[src/hdl/bbsf_pkg.sv]
package bbsf_pkg;

   localparam int BYTE_W    = 8;
   localparam int CAP_W     = 11;
   localparam int OFS_W     = 10;
   localparam int TOTAL_W   = 32;
   localparam int DEPTH_DEF = 1024;

   localparam logic [CAP_W-1:0] CAP_RESET = 11'd1024;

   typedef enum logic [1:0] {
      OP_WRITE = 2'd0,
      OP_POP   = 2'd1,
      OP_PEEK  = 2'd2,
      OP_CLOSE = 2'd3
   } op_type;

   // everything a response carries except the byte from the store
   typedef struct packed {
      logic               ok;
      logic               use_rdata;
      logic [CAP_W-1:0]   fill_level;
      logic [CAP_W-1:0]   space_left;
      logic               input_closed;
      logic               end_of_stream;
      logic [TOTAL_W-1:0] total_written;
      logic [TOTAL_W-1:0] total_read;
   } meta_type;

endpackage

[src/hdl/bbsf_rsp.sv]
module bbsf_rsp
   import bbsf_pkg::*;
(
   input  logic               clock,
   input  logic               reset,
   input  logic               s1_valid,
   input  meta_type           s1_meta,
   input  logic [BYTE_W-1:0]  ram_rd_data,
   output logic               s1_advance,
   output logic               rsp_valid,
   input  logic               rsp_ready,
   output logic [BYTE_W-1:0]  rsp_out_byte,
   output logic               rsp_ok,
   output logic [CAP_W-1:0]   rsp_fill_level,
   output logic [CAP_W-1:0]   rsp_space_left,
   output logic               rsp_input_closed,
   output logic               rsp_end_of_stream,
   output logic [TOTAL_W-1:0] rsp_total_written,
   output logic [TOTAL_W-1:0] rsp_total_read
);

   logic              rsp_valid_ff, rsp_valid_in;
   meta_type          meta_ff, meta_in;
   logic [BYTE_W-1:0] byte_ff, byte_in;
   logic              load;

   assign s1_advance = !rsp_valid_ff || rsp_ready;
   assign load       = s1_valid && s1_advance;

   always_comb begin
      meta_in      = load ? s1_meta : meta_ff;
      byte_in      = load ? (s1_meta.use_rdata ? ram_rd_data : '0) : byte_ff;
      rsp_valid_in = load ? 1'b1 : (rsp_ready ? 1'b0 : rsp_valid_ff);
   end

   always_ff @(posedge clock) begin
      if (reset) begin
         rsp_valid_ff <= 1'b0;
      end else begin
         rsp_valid_ff <= rsp_valid_in;
      end
   end

   always_ff @(posedge clock) begin
      meta_ff <= meta_in;
      byte_ff <= byte_in;
   end

   assign rsp_valid         = rsp_valid_ff;
   assign rsp_out_byte      = byte_ff;
   assign rsp_ok            = meta_ff.ok;
   assign rsp_fill_level    = meta_ff.fill_level;
   assign rsp_space_left    = meta_ff.space_left;
   assign rsp_input_closed  = meta_ff.input_closed;
   assign rsp_end_of_stream = meta_ff.end_of_stream;
   assign rsp_total_written = meta_ff.total_written;
   assign rsp_total_read    = meta_ff.total_read;

   a_eos_closed: assert property (@(posedge clock) disable iff (reset)
      rsp_valid_ff && meta_ff.end_of_stream |-> meta_ff.input_closed)
      else $error("end of stream without closed input");

   a_refused_zero: assert property (@(posedge clock) disable iff (reset)
      rsp_valid_ff && !meta_ff.ok |-> byte_ff == '0)
      else $error("refused beat carries a byte");

   a_load_shows: assert property (@(posedge clock) disable iff (reset)
      load |=> rsp_valid_ff)
      else $error("loaded beat not presented");

endmodule
[config.mk]
export PLATFORM = sky130hd
export DESIGN_NAME = bbsf_rsp
export DESIGN_NICKNAME = d
export VERILOG_FILES = /design/src/hdl/bbsf_pkg.sv /design/src/hdl/bbsf_rsp.sv
export SDC_FILE = /design/constraint.sdc
export NUM_CORES = 1
export LEC_CHECK = 0
export BUFFER_PORTS_ARGS = -buffer_cell sky130_fd_sc_hd__buf_2
export CAP_MARGIN = 15
export CORE_MARGIN = 2
export CORE_UTILIZATION = 40
export DETAILED_ROUTE_END_ITERATION = 7
export PLACE_DENSITY = 0.77
export SYNTH_ARGS = -nofsm -noshare
export SYNTH_HDL_FRONTEND = slang
export SYNTH_SLANG_ARGS = --single-unit
[constraint.sdc]
create_clock -name clock -period 2.15 [get_ports clock]
set_input_delay 0.1075 -clock clock [delete_from_list [all_inputs] [get_ports clock]]
set_output_delay 0.1075 -clock clock [all_outputs]
set_load 0.02 [all_outputs]
==> results.json <==
{
  "reg2reg_slack_ns": 0.74,
  "coreArea_um2": 7290,
  "sequentialPowerShare_pct": 59.7,
  "post-place-ws_ns": 0.801,
  "worst-path-max-fanout": 97,
  "synth_seq_cells": 98,
  "cts_made_buffers": 9,
  "power_w": 0.00379,
  "grt_use_total_pct": 19.9,
  "worstPathArrival_ns": 1.38,
  "final.setup.worst_slack_ns": 0.744,
  "yosysSeqAreaShare_pct": 97.2,
  "pwr-share-clk_pct": 26.0,
  "stdcell_area_um2": 5230,
  "hold_path.class": "input port to flip-flop",
  "worstRegToRegCells": 3,
  "postSynthAreaPerCell_um2": 27.4,
  "diodes": 0,
  "endpoint": "rsp_total_read[12]",
  "wl_per_cell_um": 16.4,
  "syn_nets": 212,
  "ant_nets": 0,
  "maxSlewHeadroom_pct": 66.8,
  "peakVddDrop_mv": 0.561,
  "drt_pass1_iterations": 4,
  "dpl_cell_area_um2": 4160,
  "areaGrowthSynthToFinish_pct": 73.3,
  "cpPeakStageDelay_ns": 0.40,
  "rsz0062_at_grt": "no",
  "clkLatencyLatePin_ns": 0.34,
  "mostFrequentLayoutCells": "buf_2, edfxtp_1, dlygate4sd3_1, clkbuf_8, and2_1",
  "drive_gt1_share_pct": 52.2,
  "critPathCaptureType": "flip-flop",
  "die-area_um2": 8260,
  "gr-total-overflow": 0,
  "dr.first_iter.drc_count": 82,
  "skew_ns": 0.00914,
  "reg2reg_to": "rsp_total_read[12]",
  "postSynthCellCount": 110,
  "portBuffers": 200,
  "internal_power_w": 0.00289,
  "initial_core_util_pct": 41.4,
  "dp_hpwl_um": 4610,
  "cp-startpoint": "rsp_valid",
  "combinationalPowerShare_pct": 14.3,
  "layout.nets": 515,
  "cts_tree": "built",
  "switching_power_w": 0.000902,
  "vias": 2263,
  "drv_cap": 0,
  "critical_path_class": "flip-flop to flip-flop",
  "min_period_ns": 1.41,
  "n_fill_cell": 470,
  "setup_viol": 0,
  "required_ns": 2.13,
  "yosysUniqueCellTypes": 7,
  "clock.fmax_ghz": 0.711,
  "post_cts_resized": 0,
  "p_sw_share_pct": 23.8,
  "gp_congestion": 0.723,
  "stdcell_count": 515,
  "p_leak_nw": 2.24,
  "layout_commonest_cell": "buf_2",
  "cts_max_level": 3,
  "crit_chain": "nand2b_4 -> and2_4 -> buf_12",
  "grt_pass1_vias": 2380,
  "hold_viol_final": 0,
  "rr_startpoint": "rsp_valid",
  "antenna_found_initial": 0,
  "tightest_slew_ns": 0.498,
  "io_pins": 201,
  "wl_um": 8450,
  "synth_area_um2": 3020,
  "cpMaxStageDelayCell": "buf_12",
  "drcViolationCount": 0,
  "drv_slew": 0,
  "rows": 31,
  "clkTransAtPathRegs_ns": 0.09,
  "crit_path_start_kind": "flip-flop",
  "clock-root-buffer": "clkbuf_8",
  "routed_via_density": 4.39,
  "grt_pass1_wl_um": 12300,
  "yosysWarningCount": 0,
  "clock_sinks": 98,
  "die_width_um": 90.9,
  "clockBufferDepth": 2,
  "status": "completed",
  "tns_ns": 0,
  "p_per_area_nw_per_um2": 725,
  "dieHeight_um": 90.9,
  "grt_max_degree": 98,
  "dp.cells": 410,
  "period_share_pct": 65.4
}
[cell usage after synthesis (all sizes together)]
| master | count | area, um2 |
|---|---|---|
| dfxtp | 1 | 20.0 |
| nand2b | 1 | 13.8 |
| inv | 1 | 3.75 |
| and2 | 9 | 58.8 |
| a21oi | 1 | 8.76 |
| edfxtp | 97 | 2910 |
[through the flow]
| stage | hold WS, ns | utilization, % |
|---|---|---|
| CTS | 0.0242 | 71.7 |
| floorplan | 0.170 | - |
| global placement | 0.270 | 57.1 |
| detailed placement | 0.275 | 57.1 |
| global route | 0.0335 | 71.7 |
| finish | 0.0509 | 71.7 |
[cell families (layout without fill, tap and decap cells)]
family / Yosys count / count (layout) / synth area share (%)
DFF: 98 / 98 / 97.2
and+or+nand+nor: 10 / 10 / 2.40
AOI/OAI and AO/OA: 1 / 1 / 0.290
buffers and inverters: 1 / 307 / 0.124
[metal layers]
metal	global-route usage, %	vias to the layer above	routed length [um]
met3	8.43	14	772
li1	-	1040	-
met1	22.2	1060	3170
met2	34.8	149	4360
met4	6.19	0	144
met5	0	-	0
[how the worst min path moves through the flow]
| stage | slack (ns) | cells after the start | startpoint | to |
|---|---|---|---|---|
| final | 0.05 | 2 | ram_rd_data[1] | rsp_out_byte[1] |
| after global routing | 0.03 | 2 | ram_rd_data[1] | rsp_out_byte[1] |
| after CTS | 0.02 | 2 | ram_rd_data[1] | rsp_out_byte[1] |
| after detailed placement | 0.28 | 2 | reset | rsp_valid |
| after global placement | 0.27 | 2 | reset | rsp_valid |
| after floorplan | 0.17 | 1 | reset | rsp_valid |
[critical path, delay by kind of cell (launching register included)]
family / cells / cell delay (ns)
buf+inv: 1 / 0.40
flops: 1 / 0.34
simple gates: 2 / 0.25
[final cells by class]
| class | instances | area, um2 | share of cell area [%] |
|---|---|---|---|
| inverter | 1 | 3.75 | 0.0718 |
| sequential | 98 | 2930 | 56.1 |
| timing repair buffer | 292 | 1930 | 36.9 |
| clock inverter | 5 | 33.8 | 0.646 |
| multi-input combinational | 11 | 81.3 | 1.55 |
| clock buffer | 9 | 124 | 2.37 |
| tap | 99 | 124 | 2.37 |
[what timing repair did]
action                    CTS  global route
buffers inserted            0             0
hold buffers               91             0
hold endpoints to repair   90             0
[power by group through the flow]
stage	Sequential, W	Combinational [W]	Clock, W
2_1_floorplan	0.00245	0.0000438	0
3_3_place_gp	0.00230	0.000398	0
3_5_place_dp	0.00230	0.000402	0
4_1_cts	0.00226	0.000531	0.000999
5_1_grt	0.00227	0.000573	0.00108
6_report	0.00226	0.000542	0.000987
[flip-flops by register name (all words and copies together) (netlist names)]
name	flops
rsp_total_written	32
rsp_total_read	32
rsp_out_byte	8
rsp_valid	1
rsp_input_closed	1
rsp_end_of_stream	1
rsp_ok	1
rsp_fill_level	11
rsp_space_left	11
Power figures use the tool's default switching activity.
