<file path="config.mk">
export PLATFORM = sky130hd
export DESIGN_NAME = bbsf_ctrl
export DESIGN_NICKNAME = d
export VERILOG_FILES = /design/src/hdl/bbsf_pkg.sv /design/src/hdl/bbsf_ctrl.sv
export SDC_FILE = /design/constraint.sdc
export NUM_CORES = 1
export LEC_CHECK = 0
export ABC_CLOCK_PERIOD_IN_PS = 7050
export BUFFER_PORTS_ARGS = -buffer_cell sky130_fd_sc_hd__buf_4
export CORE_ASPECT_RATIO = 1.4
export CORE_UTILIZATION = 63
export CTS_BUF_LIST = sky130_fd_sc_hd__clkbuf_8
export CTS_CLUSTER_DIAMETER = 30
export CTS_CLUSTER_SIZE = 25
export DETAILED_ROUTE_END_ITERATION = 7
export GPL_TIMING_DRIVEN = 0
export PLACE_DENSITY = 0.88
export SKIP_LAST_GASP = 1
export SYNTH_ARGS = -nofsm -noshare
export SYNTH_HDL_FRONTEND = slang
export SYNTH_SLANG_ARGS = --single-unit
</file>
<file path="constraint.sdc">
create_clock -name clock -period 7.05 [get_ports clock]
set_input_delay 0.3525 -clock clock [delete_from_list [all_inputs] [get_ports clock]]
set_output_delay 0.3525 -clock clock [all_outputs]
set_load 0.1 [all_outputs]
</file>
<file path="src/hdl/bbsf_pkg.sv">
package bbsf_pkg;

   localparam int BYTE_W    = 8;
   localparam int CAP_W     = 11;
   localparam int OFS_W     = 10;
   localparam int TOTAL_W   = 32;
   localparam int DEPTH_DEF = 1024;

   localparam logic [CAP_W-1:0] CAP_RESET = 11'd1024;

   typedef enum logic [1:0] {
      OP_WRITE = 2'd0,
      OP_POP   = 2'd1,
      OP_PEEK  = 2'd2,
      OP_CLOSE = 2'd3
   } op_type;

   // everything a response carries except the byte from the store
   typedef struct packed {
      logic               ok;
      logic               use_rdata;
      logic [CAP_W-1:0]   fill_level;
      logic [CAP_W-1:0]   space_left;
      logic               input_closed;
      logic               end_of_stream;
      logic [TOTAL_W-1:0] total_written;
      logic [TOTAL_W-1:0] total_read;
   } meta_type;

endpackage

</file>
<file path="src/hdl/bbsf_ctrl.sv">
module bbsf_ctrl
   import bbsf_pkg::*;
#(
   parameter int DEPTH = DEPTH_DEF
) (
   input  logic                     clock,
   input  logic                     reset,
   input  logic                     req_valid,
   output logic                     req_ready,
   input  logic [1:0]               req_operation,
   input  logic [BYTE_W-1:0]        req_data_byte,
   input  logic [OFS_W-1:0]         req_peek_offset,
   input  logic                     csr_wr_en,
   input  logic [CAP_W-1:0]         csr_wr_data,
   output logic                     ram_wr_en,
   output logic [$clog2(DEPTH)-1:0] ram_wr_addr,
   output logic [BYTE_W-1:0]        ram_wr_data,
   output logic                     ram_rd_en,
   output logic [$clog2(DEPTH)-1:0] ram_rd_addr,
   output logic                     s1_valid,
   output meta_type                 s1_meta,
   input  logic                     s1_advance
);

   localparam int AW = $clog2(DEPTH);
   localparam int CW = $clog2(DEPTH + 1);
   localparam int KW = (CW > CAP_W) ? CW : CAP_W;
   localparam int SW = KW + 1;

   logic [AW-1:0]      head_ff, head_in;
   logic [CW-1:0]      fill_ff, fill_in;
   logic [TOTAL_W-1:0] wr_total_ff, wr_total_in;
   logic [TOTAL_W-1:0] rd_total_ff, rd_total_in;
   logic               closed_ff, closed_in;
   logic [CAP_W-1:0]   cap_ff, cap_in;
   logic               s1_valid_ff, s1_valid_in;
   meta_type           s1_meta_ff, s1_meta_in;

   logic               accept;
   op_type             op;
   logic [KW-1:0]      eff_cap, cap_k, depth_k, fill_k, ofs_k, fill_next_k;
   logic               can_write, has_byte, peek_hit;
   meta_type           meta;

   // circular position of an offset from a base slot
   function automatic logic [AW-1:0] slot_of(logic [AW-1:0] base, logic [KW-1:0] ofs);
      logic [SW-1:0] sum;
      begin
         sum = SW'(base) + SW'(ofs);
         if (sum >= SW'(DEPTH)) begin
            sum = sum - SW'(DEPTH);
         end
         return sum[AW-1:0];
      end
   endfunction

   assign req_ready = !s1_valid_ff || s1_advance;
   assign accept    = req_valid && req_ready;
   assign op        = op_type'(req_operation);

   always_comb begin
      cap_k     = KW'(cap_ff);
      depth_k   = KW'(DEPTH);
      eff_cap   = (cap_k > depth_k) ? depth_k : cap_k;
      fill_k    = KW'(fill_ff);
      ofs_k     = KW'(req_peek_offset);
      can_write = fill_k < eff_cap;
      has_byte  = fill_ff != '0;
      peek_hit  = ofs_k < fill_k;

      head_in     = head_ff;
      fill_in     = fill_ff;
      wr_total_in = wr_total_ff;
      rd_total_in = rd_total_ff;
      closed_in   = closed_ff;
      cap_in      = csr_wr_en ? csr_wr_data : cap_ff;

      ram_wr_en   = 1'b0;
      ram_wr_addr = slot_of(head_ff, fill_k);
      ram_wr_data = req_data_byte;
      ram_rd_en   = 1'b0;
      ram_rd_addr = head_ff;

      meta           = '0;
      meta.ok        = 1'b0;
      meta.use_rdata = 1'b0;

      if (accept) begin
         unique case (op)
            OP_WRITE: begin
               if (can_write) begin
                  ram_wr_en   = 1'b1;
                  fill_in     = fill_ff + 1'b1;
                  wr_total_in = wr_total_ff + 1'b1;
                  meta.ok     = 1'b1;
               end
            end
            OP_POP: begin
               if (has_byte) begin
                  ram_rd_en      = 1'b1;
                  head_in        = slot_of(head_ff, KW'(1));
                  fill_in        = fill_ff - 1'b1;
                  rd_total_in    = rd_total_ff + 1'b1;
                  meta.ok        = 1'b1;
                  meta.use_rdata = 1'b1;
               end
            end
            OP_PEEK: begin
               if (peek_hit) begin
                  ram_rd_en      = 1'b1;
                  ram_rd_addr    = slot_of(head_ff, ofs_k);
                  meta.ok        = 1'b1;
                  meta.use_rdata = 1'b1;
               end
            end
            OP_CLOSE: begin
               closed_in = 1'b1;
               meta.ok   = 1'b1;
            end
         endcase
      end

      fill_next_k        = KW'(fill_in);
      meta.fill_level    = CAP_W'(fill_in);
      meta.space_left    = (fill_next_k < eff_cap) ? CAP_W'(eff_cap - fill_next_k) : '0;
      meta.input_closed  = closed_in;
      meta.end_of_stream = closed_in && (fill_in == '0);
      meta.total_written = wr_total_in;
      meta.total_read    = rd_total_in;

      s1_meta_in  = accept ? meta : s1_meta_ff;
      s1_valid_in = accept ? 1'b1 : (s1_advance ? 1'b0 : s1_valid_ff);
   end

   always_ff @(posedge clock) begin
      if (reset) begin
         head_ff     <= '0;
         fill_ff     <= '0;
         wr_total_ff <= '0;
         rd_total_ff <= '0;
         closed_ff   <= 1'b0;
         cap_ff      <= CAP_RESET;
         s1_valid_ff <= 1'b0;
      end else begin
         head_ff     <= head_in;
         fill_ff     <= fill_in;
         wr_total_ff <= wr_total_in;
         rd_total_ff <= rd_total_in;
         closed_ff   <= closed_in;
         cap_ff      <= cap_in;
         s1_valid_ff <= s1_valid_in;
      end
   end

   always_ff @(posedge clock) begin
      s1_meta_ff <= s1_meta_in;
   end

   assign s1_valid = s1_valid_ff;
   assign s1_meta  = s1_meta_ff;

   a_fill_bound: assert property (@(posedge clock) disable iff (reset)
      KW'(fill_ff) <= KW'(DEPTH))
      else $error("fill count beyond depth");

   a_one_port: assert property (@(posedge clock) disable iff (reset)
      !(ram_wr_en && ram_rd_en))
      else $error("store written and read for one beat");

   a_write_grows: assert property (@(posedge clock) disable iff (reset)
      ram_wr_en |=> fill_ff == CW'($past(fill_ff) + 1'b1))
      else $error("accepted write did not raise fill count");

   a_stage_holds: assert property (@(posedge clock) disable iff (reset)
      s1_valid_ff && !s1_advance |=> s1_valid_ff && $stable(s1_meta_ff))
      else $error("stalled beat lost in read stage");

endmodule

</file>
==> results of run 1 <==
[area by class of cell]
type	count	area [um2]	share of cell area
multi-input cells	654	4500	0.397
flip-flops and latches	188	4660	0.411
well taps	189	236	0.0208
clock inverters	15	174	0.0153
plain buffers	36	181	0.0160
repair buffers	149	1140	0.100
inverters	57	216	0.0191
clock buffers	17	234	0.0206
[per-layer routing]
| layer | vias to the layer above | share of wire | GRT usage |
|---|---|---|---|
| li1 | 3581 | - | - |
| met4 | 0 | 0.040 | 0.150 |
| met3 | 74 | 0.049 | 0.0503 |
| met1 | 3553 | 0.37 | 0.320 |
| met5 | - | 0 | 0 |
| met2 | 301 | 0.54 | 0.544 |
[worst min-delay path: stages]
cell	delay [ns]
buf_4	0.08
mux2i_1	0.05
nor2_1	0.07
[metrics by stage]
step           instance area, um2  hold WS [ns]  setup slack (ns)
5_1_grt                     11300        0.0909             0.711
6_report                    11300         0.101              1.30
2_1_floorplan                9560         0.435              1.43
4_1_cts                     11300        0.0864              1.32
3_5_place_dp                10900         0.471              1.36
3_3_place_gp                10900         0.457             0.709
[Yosys cell counts (4+ instances only)]
library cell	count	area share
buf_4	10	0.0079
edfxtp_1	90	0.28
o31ai_1	4	0.0031
xnor2_1	50	0.046
xor2_1	43	0.039
and4_1	5	0.0046
a21boi_0	5	0.0039
and3_1	20	0.013
o21a_1	5	0.0039
ha_1	58	0.076
nor3_1	25	0.013
nand2_1	67	0.026
inv_1	55	0.022
a21oi_1	23	0.012
mux2i_1	10	0.010
dfxtp_1	98	0.21
and2_1	77	0.050
nor2b_1	6	0.0039
nand4_1	24	0.016
nand3_1	30	0.016
clkbuf_1	23	0.0090
nand2b_1	8	0.0052
mux2_2	10	0.012
a21o_1	12	0.0094
nor4_1	5	0.0033
nor2_1	87	0.034
o21ai_0	21	0.011
[sequential cells by signal, indices dropped and copies added, names as in the netlist]
| register | flops |
|---|---|
| fill_ff | 11 |
| cap_ff | 11 |
| s1_meta | 90 |
| s1_valid | 1 |
| head_ff | 10 |
| rd_total_ff | 32 |
| closed_ff | 1 |
| wr_total_ff | 32 |
[cells by family after synthesis]
logic type / after synthesis / share of synthesized area
AOI/OAI and AO/OA: 100 / 0.0699
DFF: 188 / 0.488
muxes: 22 / 0.0250
buffers and inverters: 93 / 0.0413
and+or+nand+nor: 378 / 0.209
xor gates and xnor gates: 93 / 0.0852
adders and majority gates: 61 / 0.0822
[worst paths after layout]
path | from | endpoint | slack [ns]
worst min-delay path | csr_wr_data[6] | cap_ff[6] | 0.10
worst max register to register | cap_ff[10] | s1_meta[67] | 1.30
worst max-delay path | cap_ff[10] | s1_meta[67] | 1.30
worst min register to register | closed_ff | closed_ff | 0.50
[placed cells by master (no fill, tap or decap), types with 6 or more instances in the layout]
cell	count
and2_1	77
clkbuf_8	17
nor2b_1	6
inv_1	54
nand2_1	67
a21o_1	12
buf_4	158
nor3_1	25
dfxtp_1	98
edfxtp_1	90
and3_1	20
mux2_2	10
ha_1	58
a21oi_1	23
nand3_1	30
mux2i_1	10
xor2_1	43
o21ai_0	21
nand4_1	24
nor2_1	87
nand2b_1	8
clkbuf_1	23
xnor2_1	50
[where the power goes]
part	internal (W)	switching, W
sequential	0.00122	0.0000378
clock	0.000297	0.000425
combinational	0.000269	0.000778
==> results_dict.tcl, run 1 <==
set metrics [dict create \
    drt_iter0_markers 465 \
    slowest_delay_ns 0.63 \
    start_kind "register" \
    final_util 0.775 \
    peakVddDrop_mv 0.265 \
    tightest_slew_ns 1.05 \
    drv_cap 0 \
    cts-buffers-inserted 17 \
    power.density_mw_per_mm2 267 \
    gp_congestion 0.929 \
    critPathTopFamily "compound AO/OA/AOI/OAI gates" \
    dieWidth_um 106 \
    fin_crit_sh 0.815 \
    grt_max_degree 80 \
    hpwl_mm 16.5 \
    holdCritPathClass "in2reg" \
    postSynthAreaPerCell_um2 10.2 \
    hold_violations 0 \
    hold_buffers 0 \
    cts_tree "built" \
    core_mm2 0.0146 \
    finalMaxSlewViolations 0 \
    insertion_delay_ns 0.48 \
    leakage_nw 5.06 \
    dp.cells 1273 \
    tns_ns 0 \
    grt_pass1_wl_mm 35.7 \
    io_pins 158 \
    grt_pass1_vias 7543 \
    start_util 0.653 \
    cp_num_buf_inv 3 \
    synth_area_mm2 0.00956 \
    synth_edf_count 90 \
    path_depth 19 \
    slew_headroom 0.301 \
    cp-end-kind "register" \
    grt_overflow 0 \
    via_count 7509 \
    n_antenna_cell 0 \
    cts-htree-levels 4 \
    cp_data_arrival_time_ns 5.94 \
    drc 0 \
    hold_depth 3 \
    area_delta_synth_final_pct 18.7 \
    fill_cells 981 \
    ys_types 67 \
    rows 52 \
    seq_area_frac_synth 0.488 \
    layoutNonFillerInstCount 1305 \
    crit_fanout 10 \
    finalClockSkew_ns 0.0204 \
    syn_inst 935 \
    cts_setup_buffers 0 \
    fmax_ghz 0.174 \
    crit_chain "inv_1, clkbuf_1, nand2_1, ha_1, a21oi_1, o21ai_1, nor4_4, clkbuf_1, a31oi_1, a221oi_1, ha_1, nor2b_1, o21ai_0, a21boi_0, o21ai_0, a211oi_1, o21a_1, o21ai_1, nor2_1" \
    required_ns 7.25 \
    critPathSlowestCell "a221oi_1" \
    total_power_w 0.00303 \
    finalCriticalPeriod_ns 5.75 \
    layout-drive-gt1-share 0.196 \
    ys_seq_elements 188 \
    rsz0062_at_grt "false" \
    wl_per_cell_um 17.1 \
    antenna_found_initial 0 \
    track_usage 0.295 \
    cts.clk_slew.worst_paths_ns 0.11 \
    reg2regPathDepth 19 \
    nets 1200 \
    port_buffers 148 \
    cts_sinks 188 \
    cts_root_buf "clkbuf_8" \
    ys.flop_type "dfxtp_1" \
    wl_mm 22.3 \
    dr.pass1.iters 5 \
    routed_via_density 5.75 \
    finalSetupViolCount 0 \
    postRouteAntennaNets 0 \
    status "finished clean" \
    yosysWarnings 0 \
    die_area_mm2 0.0157 \
    die_h_um 148 \
    ctsLongestPathBuffers 2 \
    crit_type "reg2reg" \
    cts_resized 0 \
    synth-async-reset-ratio 0 \
    syn-num-nets 1032 \
]
Note: power is estimated with default switching activity, not from simulation.
==> run 2, diff against run 1 <==
Settings changed: ABC_AREA set to 1, ABC_CLOCK_PERIOD_IN_PS 7050 to 5500, CORE_UTILIZATION 63 to 60, PLACE_DENSITY 0.88 to 0.83.
Clock period 7.05 ns to 5.5 ns, I/O delays scaled along.
==> run 2 against run 1 <==
Net effect: maximum frequency up 23%; utilization down 5.2 points; wire length up 24%; critical path type unchanged; sequential power up 26%; synthesized cell count rose by 58%; die area grew 23%; cell count up 45%; clock skew grew 0.0036 ns; synthesized area up 18%; first-iteration DRC count increased by 62%; critical path depth grew 7.
==> results_dict.tcl, run 2 <==
set metrics [dict create \
    power_switching_w 0.00154 \
    cts_sinks 188 \
    start_util 0.621 \
    insertion_delay_ns 0.49 \
    seq_area_frac_synth 0.414 \
    area_delta_synth_final_pct 16.5 \
    slowest_delay_ns 0.36 \
    critPathSlowestCell "clkbuf_1" \
    ctsLongestPathBuffers 2 \
    grt_max_degree 60 \
    wl_per_cell_um 14.6 \
    finalSetupViolCount 0 \
    postSynthAreaPerCell_um2 7.65 \
    cts_tree "built" \
    r2r_slack_ns 0.82 \
    grt_pass1_vias 9696 \
    die_h_um 164 \
    timing.rr.start "cap_ff[2]" \
    fin_area_mm2 0.0131 \
    fmax_ghz 0.213 \
    synth_area_mm2 0.0113 \
    slew_headroom 0.367 \
    cp-end-kind "register" \
    synth-async-reset-ratio 0 \
    total_power_w 0.00377 \
    syn-num-nets 1570 \
    ys.flop_type "dfxtp_1" \
    fin_crit_sh 0.852 \
    grt_overflow 0 \
    cts_root_buf "clkbuf_8" \
    rows 58 \
    routed_via_density 5.40 \
    port_buffers 148 \
    yosys.area.top_type_share 0.240 \
    required_ns 5.74 \
    cts_setup_buffers 0 \
    combPwrFrac 0.335 \
    hold_violations 0 \
    cts-buffers-inserted 17 \
    dr.pass1.iters 7 \
    synth_top_area_cell "edfxtp_1" \
    finalMaxSlewViolations 0 \
    final_util 0.723 \
    reg2regPathDepth 26 \
    crit_top_cell "nand2_1" \
    ys_types 57 \
    finalCriticalPeriod_ns 4.68 \
    mostFrequentLayoutCells "365 x nand2_1, 197 x inv_1, 168 x nor2_1, 160 x buf_4, 98 x dfxtp_1" \
    power.density_mw_per_mm2 287 \
    switching_share 0.409 \
    critPathTopFamily "simple AND/OR/NAND/NOR gates" \
    seqPwrFrac 0.423 \
    timing.rr.end "s1_meta[66]" \
    clkPwrFrac 0.242 \
    layoutNonFillerInstCount 1896 \
    io_pins 158 \
    drt_iter0_markers 752 \
    dieWidth_um 118 \
    cp_data_arrival_time_ns 4.92 \
    drc 0 \
    die_area_mm2 0.0193 \
    nets 1740 \
    ys_seq_elements 188 \
    grt_pass1_wl_mm 44.5 \
    core_mm2 0.0181 \
    n_antenna_cell 0 \
    intPower_w 0.00223 \
    holdCritPathClass "in2reg" \
    cts.clk_slew.worst_paths_ns 0.11 \
    crit_type "reg2reg" \
    cts-htree-levels 4 \
    leakage_nw 5.94 \
    ys_top_cells_by_count "365 x nand2_1, 197 x inv_1, 168 x nor2_1, 98 x dfxtp_1, 90 x edfxtp_1" \
    synthTopCellsByArea "edfxtp_1 24%, dfxtp_1 17%, nand2_1 12%" \
    post-synth-top-count-cell "nand2_1" \
    drv_cap 0 \
    largest_reg_flops 90 \
    status "finished clean" \
    layout-drive-gt1-share 0.147 \
    min_from "csr_wr_data[1]" \
    tns_ns 0 \
    final_common_cell "nand2_1" \
    hpwl_mm 21.5 \
    cp_num_buf_inv 5 \
    finalClockSkew_ns 0.0241 \
    wl_mm 27.7 \
    synth_edf_count 90 \
    via_count 10246 \
    dp.cells 1862 \
    crit_fanout 10 \
    start_kind "register" \
    hold_depth 3 \
    cts_resized 0 \
    syn_inst 1473 \
    tightest_slew_ns 0.950 \
    gp_congestion 0.937 \
    placed_area_mm2 0.0127 \
    postRouteAntennaNets 0 \
    yosysWarnings 0 \
    rsz0062_at_grt "false" \
    hold_path_end "cap_ff[1]" \
    peakVddDrop_mv 0.243 \
    track_usage 0.291 \
    antenna_found_initial 0 \
]
-- run 2: cell types whose count changed after synthesis, moves of 27 or more --
| cell | before | now |
|---|---|---|
| a21oi_1 | 23 | 78 |
| xnor2_1 | 50 | 17 |
| and2_1 | 77 | 4 |
| nor2_1 | 87 | 168 |
| inv_1 | 55 | 197 |
| nand2_1 | 67 | 365 |
| o21ai_0 | 21 | 78 |
| nor3_1 | 25 | 52 |
-- run 2: worst max path at each step --
stage / startpoint / endpoint / slack (ns) / cells past startpoint
final: cap_ff[2] / s1_meta[66] / 0.82 / 26
after global routing: cap_ff[6] / s1_meta[66] / 0.29 / 24
after CTS: cap_ff[2] / s1_meta[75] / 0.86 / 26
after detailed placement: cap_ff[2] / s1_meta[75] / 0.88 / 26
after global placement: s1_advance / s1_meta[28] / 0.1 / 9
after floorplan: s1_valid / s1_meta[0] / 0.05 / 5
-- run 2: power groups by stage --
stage / registers, W / logic [W] / clock network [W]
4_1_cts: 0.00159 / 0.00126 / 0.000913
3_5_place_dp: 0.00163 / 0.00125 / 0
2_1_floorplan: 0.00202 / 0.000586 / 0
6_report: 0.00159 / 0.00126 / 0.000914
5_1_grt: 0.00160 / 0.00135 / 0.000971
3_3_place_gp: 0.00163 / 0.00124 / 0
-- run 2: worst register-to-register path, delay by kind of cell (launching register included) --
family | cells | cell delay, ns
simple gates | 13 | 1.36
compound gates | 6 | 1.18
buf+inv | 5 | 0.93
fa+ha+maj | 2 | 0.63
flops | 1 | 0.34
-- run 2: logic make-up after synthesis --
logic type               Yosys count  synth area share
AND/OR/NAND/NOR                  723             0.285
buffers and inverters            246            0.0867
flip-flops                       188             0.414
AO/OA/AOI/OAI                    180            0.0855
XOR/XNOR                          75            0.0590
adder cells (fa/ha/maj)           61            0.0697
-- run 2: final cells by class --
cell class | count | area [um2]
repair buffers | 151 | 1160
well taps | 240 | 300
multi-input cells | 1039 | 5630
flip-flops and latches | 188 | 4660
clock inverters | 15 | 160
fillers | 1540 | 5020
plain buffers | 40 | 205
clock buffers | 17 | 234
inverters | 206 | 776
-- run 2: what timing repair did --
| action | in CTS | in global routing |
|---|---|---|
| hold buffers | 1 | 1 |
| setup endpoints to repair | 0 | 0 |
| hold endpoints to repair | 1 | 1 |
-- run 2: stage by stage --
step                setup slack, ns  hold slack, ns
floorplan                    0.0547           0.397
global placement             0.0953           0.471
detailed placement            0.876           0.486
CTS                           0.861         0.00218
global route                  0.290          0.0107
finish                        0.815         0.00372
-- run 2: layer usage --
| metal | track usage | part of all wire | vias up | wire (um) |
|---|---|---|---|---|
| met1 | 0.316 | 0.39 | 4735 | 10800 |
| met4 | 0.173 | 0.048 | 0 | 1330 |
| met3 | 0.0372 | 0.042 | 97 | 1160 |
| li1 | - | - | 5103 | - |
| met5 | 0 | 0 | - | 0 |
| met2 | 0.540 | 0.52 | 311 | 14400 |
